===== src/design/wsd_pkg.sv =====
// Shared types and constants for the websocket frame deframer.
`default_nettype none
package wsd_pkg;

  localparam int unsigned ByteW   = 8;
  localparam int unsigned OpW     = 4;
  localparam int unsigned LenW    = 64;
  localparam int unsigned LenCntW = 4;
  localparam int unsigned SkipW   = 2;

  // Header constants
  localparam logic [6:0]     Len7Ext16 = 7'd126;
  localparam logic [6:0]     Len7Ext64 = 7'd127;
  localparam logic [LenCntW-1:0] ExtBytes16 = 4'd2;
  localparam logic [LenCntW-1:0] ExtBytes64 = 4'd8;
  localparam logic [SkipW-1:0]   StatusBytes = 2'd2;

  typedef enum logic [OpW-1:0] {
    OP_CONT   = 4'd0,
    OP_TEXT   = 4'd1,
    OP_BINARY = 4'd2,
    OP_CLOSE  = 4'd8,
    OP_PING   = 4'd9,
    OP_PONG   = 4'd10
  } opcode_t;

  typedef enum logic [2:0] {
    EV_DATA   = 3'd0,
    EV_EMPTY  = 3'd1,
    EV_CLOSED = 3'd2,
    EV_MASKED = 3'd3,
    EV_BADOP  = 3'd4
  } event_t;

  typedef struct packed {
    logic             valid;
    event_t           event_res;
    logic [OpW-1:0]   frame_opcode;
    logic             final_fragment;
    logic [ByteW-1:0] payload_byte;
    logic             last_of_frame;
  } wsd_res_t;

endpackage
`default_nettype wire


===== src/design/websocket_frame_deframer_core.sv =====
// Top level of the websocket receive deframer: input stage, parser, result stage.
// A byte accepted on s_* reaches m_* through the input register and the result register.
// Throughput: one byte per cycle while m_* is not stalled; the last reason byte of a close
// frame gives two results and holds the parser until the held closed event goes out.
// Reset (rst, synchronous, active high) clears the parser and both stages; after a
// close or error every byte is sunk without a result until the next reset.
`default_nettype none
module websocket_frame_deframer_core import wsd_pkg::*; (
  input  wire logic             clk,
  input  wire logic             rst,
  // input stream
  input  wire logic             s_tvalid,
  output logic                  s_tready,
  input  wire logic [7:0]       s_tdata,   // [7:0] rx_byte
  // result stream
  output logic                  m_tvalid,
  input  wire logic             m_tready,
  output logic [7:0]            m_tdata,   // [7:0] payload_byte
  output logic [7:0]            m_tuser,   // [2:0] event_res, [6:3] frame_opcode,
                                           // [7] final_fragment
  output logic                  m_tlast    // last_of_frame
);

  // input register
  logic             in_valid;
  logic [ByteW-1:0] in_byte;

  // result register and the held second result (closed event)
  wsd_res_t out_res;
  wsd_res_t pend;

  wsd_res_t res0, res1;
  logic     out_free;
  logic     adv;

  // the result slot frees when empty or when its beat is taken
  assign out_free = !m_tvalid || m_tready;
  // parser steps only when its results have a place to go
  assign adv      = in_valid && out_free && !pend.valid;
  assign s_tready = !in_valid || adv;

  always_ff @(posedge clk) begin
    if (rst) begin
      in_valid <= 1'b0;
    end else if (s_tready) begin
      in_valid <= s_tvalid;
    end
  end

  always_ff @(posedge clk) begin
    if (s_tready && s_tvalid) in_byte <= s_tdata;
  end

  wsd_parse u_parse (
    .clk     (clk),
    .rst     (rst),
    .adv     (adv),
    .rx_byte (in_byte),
    .res0    (res0),
    .res1    (res1)
  );

  // result stage: a held closed event goes out first, parser output next
  always_ff @(posedge clk) begin
    if (rst) begin
      m_tvalid   <= 1'b0;
      pend.valid <= 1'b0;
    end else if (out_free) begin
      if (pend.valid) begin
        m_tvalid   <= 1'b1;
        out_res    <= pend;
        pend.valid <= 1'b0;
      end else if (adv && res0.valid) begin
        m_tvalid <= 1'b1;
        out_res  <= res0;
        pend     <= res1;
      end else begin
        m_tvalid <= 1'b0;
      end
    end
  end

  assign m_tdata = out_res.payload_byte;
  assign m_tuser = {out_res.final_fragment, out_res.frame_opcode, out_res.event_res};
  assign m_tlast = out_res.last_of_frame;

endmodule
`default_nettype wire


===== src/design/wsd_parse.sv =====
// Header/payload parser: state registers plus one-beat result decode.
`default_nettype none
module wsd_parse import wsd_pkg::*; (
  input  wire logic             clk,
  input  wire logic             rst,
  input  wire logic             adv,       // consume rx_byte this cycle
  input  wire logic [ByteW-1:0] rx_byte,
  output wsd_res_t              res0,
  output wsd_res_t              res1       // only ever a closed event
);

  typedef enum logic [2:0] {
    PH_HDR0    = 3'd0,
    PH_HDR1    = 3'd1,
    PH_EXTLEN  = 3'd2,
    PH_PAYLOAD = 3'd3,
    PH_STOPPED = 3'd4
  } phase_t;

  phase_t             phase, phase_next;
  logic [OpW-1:0]     opcode, opcode_next;
  logic               fin, fin_next;
  logic [LenCntW-1:0] len_left, len_left_next;
  logic [LenW-1:0]    remaining, remaining_next;
  logic [SkipW-1:0]   skip, skip_next;

  logic [LenW-1:0]    len_cand;
  logic               start;
  logic               op_known;
  logic               rem_is_one;

  always_comb begin
    op_known = (opcode == OP_CONT) || (opcode == OP_TEXT) || (opcode == OP_BINARY) ||
               (opcode == OP_CLOSE) || (opcode == OP_PING) || (opcode == OP_PONG);
  end

  assign rem_is_one = (remaining == LenW'(1));

  function automatic wsd_res_t mk_res(event_t ev, logic [OpW-1:0] op, logic f,
                                      logic [ByteW-1:0] b, logic last);
    wsd_res_t r;
    r.valid          = 1'b1;
    r.event_res      = ev;
    r.frame_opcode   = op;
    r.final_fragment = f;
    r.payload_byte   = b;
    r.last_of_frame  = last;
    return r;
  endfunction

  always_comb begin
    phase_next     = phase;
    opcode_next    = opcode;
    fin_next       = fin;
    len_left_next  = len_left;
    remaining_next = remaining;
    skip_next      = skip;
    res0           = '0;
    res1           = '0;
    len_cand       = '0;
    start          = 1'b0;

    unique case (phase)
      PH_HDR0: begin
        fin_next    = rx_byte[7];
        opcode_next = rx_byte[OpW-1:0];
        phase_next  = PH_HDR1;
      end
      PH_HDR1: begin
        if (rx_byte[7]) begin
          res0       = mk_res(EV_MASKED, opcode, fin, '0, 1'b0);
          phase_next = PH_STOPPED;
        end else if (!op_known) begin
          res0       = mk_res(EV_BADOP, opcode, fin, '0, 1'b0);
          phase_next = PH_STOPPED;
        end else begin
          remaining_next = '0;
          skip_next      = '0;
          if (rx_byte[6:0] == Len7Ext16) begin
            len_left_next = ExtBytes16;
            phase_next    = PH_EXTLEN;
          end else if (rx_byte[6:0] == Len7Ext64) begin
            len_left_next = ExtBytes64;
            phase_next    = PH_EXTLEN;
          end else begin
            len_cand = LenW'(rx_byte[6:0]);
            start    = 1'b1;
          end
        end
      end
      PH_EXTLEN: begin
        len_cand       = {remaining[LenW-ByteW-1:0], rx_byte};
        remaining_next = len_cand;
        if (len_left != '0) len_left_next = len_left - LenCntW'(1);
        start = (len_left_next == '0);
      end
      PH_PAYLOAD: begin
        if (remaining == '0) begin
          phase_next = PH_HDR0;
        end else begin
          remaining_next = remaining - LenW'(1);
          if (opcode == OP_CLOSE) begin
            if (skip != '0) begin
              skip_next = skip - SkipW'(1);
              if (rem_is_one) begin
                res0       = mk_res(EV_CLOSED, opcode, fin, '0, 1'b0);
                phase_next = PH_STOPPED;
              end
            end else begin
              res0 = mk_res(EV_DATA, opcode, fin, rx_byte, rem_is_one);
              if (rem_is_one) begin
                res1       = mk_res(EV_CLOSED, opcode, fin, '0, 1'b0);
                phase_next = PH_STOPPED;
              end
            end
          end else begin
            res0 = mk_res(EV_DATA, opcode, fin, rx_byte, rem_is_one);
            if (rem_is_one) phase_next = PH_HDR0;
          end
        end
      end
      default: phase_next = PH_STOPPED;
    endcase

    // length now known: decide how the payload starts
    if (start) begin
      remaining_next = len_cand;
      if (opcode == OP_CLOSE) begin
        if (len_cand == '0) begin
          res0       = mk_res(EV_CLOSED, opcode, fin, '0, 1'b0);
          phase_next = PH_STOPPED;
        end else begin
          skip_next  = (len_cand >= LenW'(StatusBytes)) ? StatusBytes : SkipW'(1);
          phase_next = PH_PAYLOAD;
        end
      end else if (len_cand == '0) begin
        res0       = mk_res(EV_EMPTY, opcode, fin, '0, 1'b0);
        phase_next = PH_HDR0;
      end else begin
        phase_next = PH_PAYLOAD;
      end
    end
  end

  always_ff @(posedge clk) begin
    if (rst) begin
      phase     <= PH_HDR0;
      opcode    <= '0;
      fin       <= 1'b0;
      len_left  <= '0;
      remaining <= '0;
      skip      <= '0;
    end else if (adv) begin
      phase     <= phase_next;
      opcode    <= opcode_next;
      fin       <= fin_next;
      len_left  <= len_left_next;
      remaining <= remaining_next;
      skip      <= skip_next;
    end
  end

endmodule
`default_nettype wire


===== config.mk =====
export PLATFORM = sky130hd
export DESIGN_NAME = websocket_frame_deframer_core
export DESIGN_NICKNAME = d
export VERILOG_FILES = /design/src/design/wsd_pkg.sv /design/src/design/websocket_frame_deframer_core.sv /design/src/design/wsd_parse.sv
export SDC_FILE = /design/constraint.sdc
export NUM_CORES = 1
export LEC_CHECK = 0
export ABC_AREA = 1
export BUFFER_PORTS_ARGS = -buffer_cell sky130_fd_sc_hd__buf_2
export CAP_MARGIN = 20
export CORE_UTILIZATION = 50
export DETAILED_ROUTE_END_ITERATION = 10
export PLACE_DENSITY = 0.67
export SYNTH_ARGS = -nofsm -noshare
export SYNTH_HDL_FRONTEND = slang
export SYNTH_SLANG_ARGS = --single-unit

===== constraint.sdc =====
create_clock -name clk -period 3.8 [get_ports clk]
set_input_delay 0.57 -clock clk [delete_from_list [all_inputs] [get_ports clk]]
set_output_delay 0.57 -clock clk [all_outputs]
set_load 0.02 [all_outputs]

==> impl_metrics.toml <==
[critical_path]
cp_common_cell = "nand2_2"
cp_num_buf_inv = 3
startpoint_type = "flip-flop"
crit_arrival_ns = 3.22
cp_cell_sequence = "nor2_2, nand2_2, buf_4, nand2_2, nand2_1, nand2_1, nor2_1, nand3_1, nor2_2, inv_2, nand2_2, nand2_2, a21oi_2, buf_4"
critPathTopFamily = "simple AND/OR/NAND/NOR gates"
endpoint_kind = "flip-flop"
required_ns = 3.87
path_class = "reg2reg"
cp_max_fo = 48
critPathMaxStageDelay_ns = 0.50
cpMaxStageDelayCell = "buf_4"

[synthesis]
synthMuxAreaShare = 0
yosysSeqAreaShare = 0.3533
synth_top_family_by_area = "simple AND/OR/NAND/NOR gates"
synth-seq-cells = 112
synthSimpleGateAreaFrac = 0.3748
yosys_warnings = 0
syn_area_sq_um = 7224
synthXorXnorAreaFrac = 0.003637
synth_edf_count = 31
synth_cells = 1145
avgSynthCellArea_sq_um = 6.310
synth_compound_area_frac = 0.1682
ys.flop_type = "dfxtp_1"
synth_top_cell_by_area = "dfxtp_1"
synthAdderAreaFrac = 0.005196
synth_area_leaders = "dfxtp_1, nand2_1, edfxtp_1"
async_flop_share = 0
synth_top_cell_area_share = 0.2245
synth_cell_types = 42

[clock_network]
cts_buffers = 9
cts.sinks = 112
path_clk_slew_ns = 0.07
root_buffer = "clkbuf_16"
insertion_delay_ns = 0.37
htreeDepth = 3
cts_setup_buffers = 0
ctsLongestPathBuffers = 2
ctsResizeCount = 0
cts_tree = "done"
cts_hold_buf = 0

[placed_design]
place.gp.congestion = 0.9199
io_buffers = 30
dpl.hpwl_um = 14880

[detailed_routing]
drt_iter0_drc = 640
drt.antenna.violating_nets = 0
top_layer = "met4"
vias = 7554
route.detailed.drc = 0
first_pass_iters = 7
dr_wl_met3_um = 1466
met2_length_um = 9021
avgViaCountPerCell = 5.621
wl_per_cell_um = 15.56
drt-met1-wl_um = 9928
drt-total-wl_um = 20910

[global_routing]
grt_use_total = 0.2929
grt_pass1_vias = 6722
grt_antenna_before_repair = 0
grt_max_degree = 65
gr-total-overflow = 0
grt_first_pass_wirelength_um = 33970

[run]
maxCapViolations = 0

[finish]
final_nets = 1174
area_growth_pct = 8.001
final_util = 0.5578
diodes = 0
drive_gt1_frac = 0.08849

[power_and_ir_drop]
p_leak_uw = 0.003411
p_total_uw = 3229
vdd_drop_max_mv = 0.2353
power_density_nw_per_um2 = 413.8

[timing]
max_slew.worst_pin.slew_ns = 0.8974
min_period_ns = 3.152
final-hold-violation-count = 0
finalSetupTns_ns = 0
grt_setup_unrepaired = "false"
relSlewSlack = 0.4017
maxSlewViolCount = 0
min_period_over_period = 0.8295
setup_viol = 0
skew_ns = 0.01194
fmax_ghz = 0.3172

[hold_path]
hp-class = "in2reg"

[floorplan]
die_area_sq_um = 14930
fp-row-count = 43
fp.dieW_um = 122.2
io_pins = 31
core_area_sq_um = 13990
start_util = 0.5165
die_y_um = 122.2

[outcome]
status = "completed"
-- path summary, 6_finish.rpt --
check | start | to | slack [ns] | depth (start not counted)
hold / removal | s_tdata[5] | in_byte[5] | 0.38 | 1
setup reg to reg | u_parse.phase[0] | m_tdata[3] | 0.65 | 14
hold reg to reg | u_parse.len_left[1] | u_parse.len_left[1] | 0.47 | 2
setup / recovery | u_parse.phase[0] | m_tdata[3] | 0.65 | 14
-- cells in the mapped netlist, drive strengths merged (8+ instances only) --
| cell type | n |
|---|---|
| a21oi | 104 |
| buf | 20 |
| clkbuf | 16 |
| dfxtp | 81 |
| edfxtp | 31 |
| inv | 132 |
| nand2 | 323 |
| nand3 | 86 |
| nand4 | 18 |
| nor2 | 179 |
| nor3 | 15 |
| o21ai | 80 |
| o22ai | 14 |
| o32ai | 8 |
-- kinds of logic (layout without fill, tap and decap cells) --
logic type / count (synthesis) / in the layout
and+or+nand+nor: 633 / 633
AOI/OAI and AO/OA: 223 / 223
buffers and inverters: 170 / 187
DFF: 112 / 112
adders and majority gates: 3 / 3
xor gates and xnor gates: 3 / 3
other: 1 / 3
-- layout make-up --
type / instances / area, sq um
multi-input combinational: 865 / 4009
fill: 1464 / 6186
clock buffer: 11 / 232.7
timing repair buffer: 37 / 215.2
clock inverter: 5 / 65.06
sequential: 112 / 2552
inverter: 134 / 503.0
tap: 180 / 225.2
-- cell usage in the layout (no fill, tap or decap), drive strengths merged --
cell / instances
a211oi: 2
inv: 135
o31ai: 2
clkinv: 3
a41oi: 1
a22oi: 1
o22ai: 14
nand3: 86
o211ai: 1
o32ai: 8
nand2: 323
nand3b: 2
bufinv: 1
nor2: 179
xor2: 3
nor4: 5
and2: 1
o21a: 1
and3: 3
nand4: 18
or2: 1
nor3: 15
a21boi: 1
edfxtp: 31
conb: 3
dfxtp: 81
buf: 37
a2111oi: 1
a221oi: 1
ha: 3
o21ai: 80
a21oi: 104
a31oi: 6
clkbuf: 11
-- power by group --
group          total, uW  internal [uW]  switching, uW
Combinational        942            267            674
Sequential          1290           1260           31.6
Clock                994            522            472
-- per-layer routing --
layer	vias up	GRT usage
li1	3794	-
met1	3444	0.4217
met2	278	0.4456
met3	38	0.03558
met4	0	0.1090
met5	-	0
-- per-stage QoR --
stage	hold slack [ns]	instance area, sq um	cells	worst slack (ns)
2_1_floorplan	0.4453	7232	1147	0.9348
3_3_place_gp	0.4560	7505	1328	0.7628
3_5_place_dp	0.4620	7505	1328	0.6930
4_1_cts	0.3697	7802	1344	0.6903
5_1_grt	0.3631	7802	1344	0.4855
6_report	0.3782	7802	1344	0.6479
-- registers in the layout, indices dropped and copies added (netlist names) --
signal and flops:
u_parse.remaining 64, in_byte 8, m_tdata 8, m_tuser 8, pend 7, u_parse.len_left 4, u_parse.opcode 4, u_parse.phase 3
u_parse.skip 2, in_valid 1, m_tlast 1, m_tvalid 1, u_parse.fin 1
Note: power is estimated with default switching activity, not from simulation.
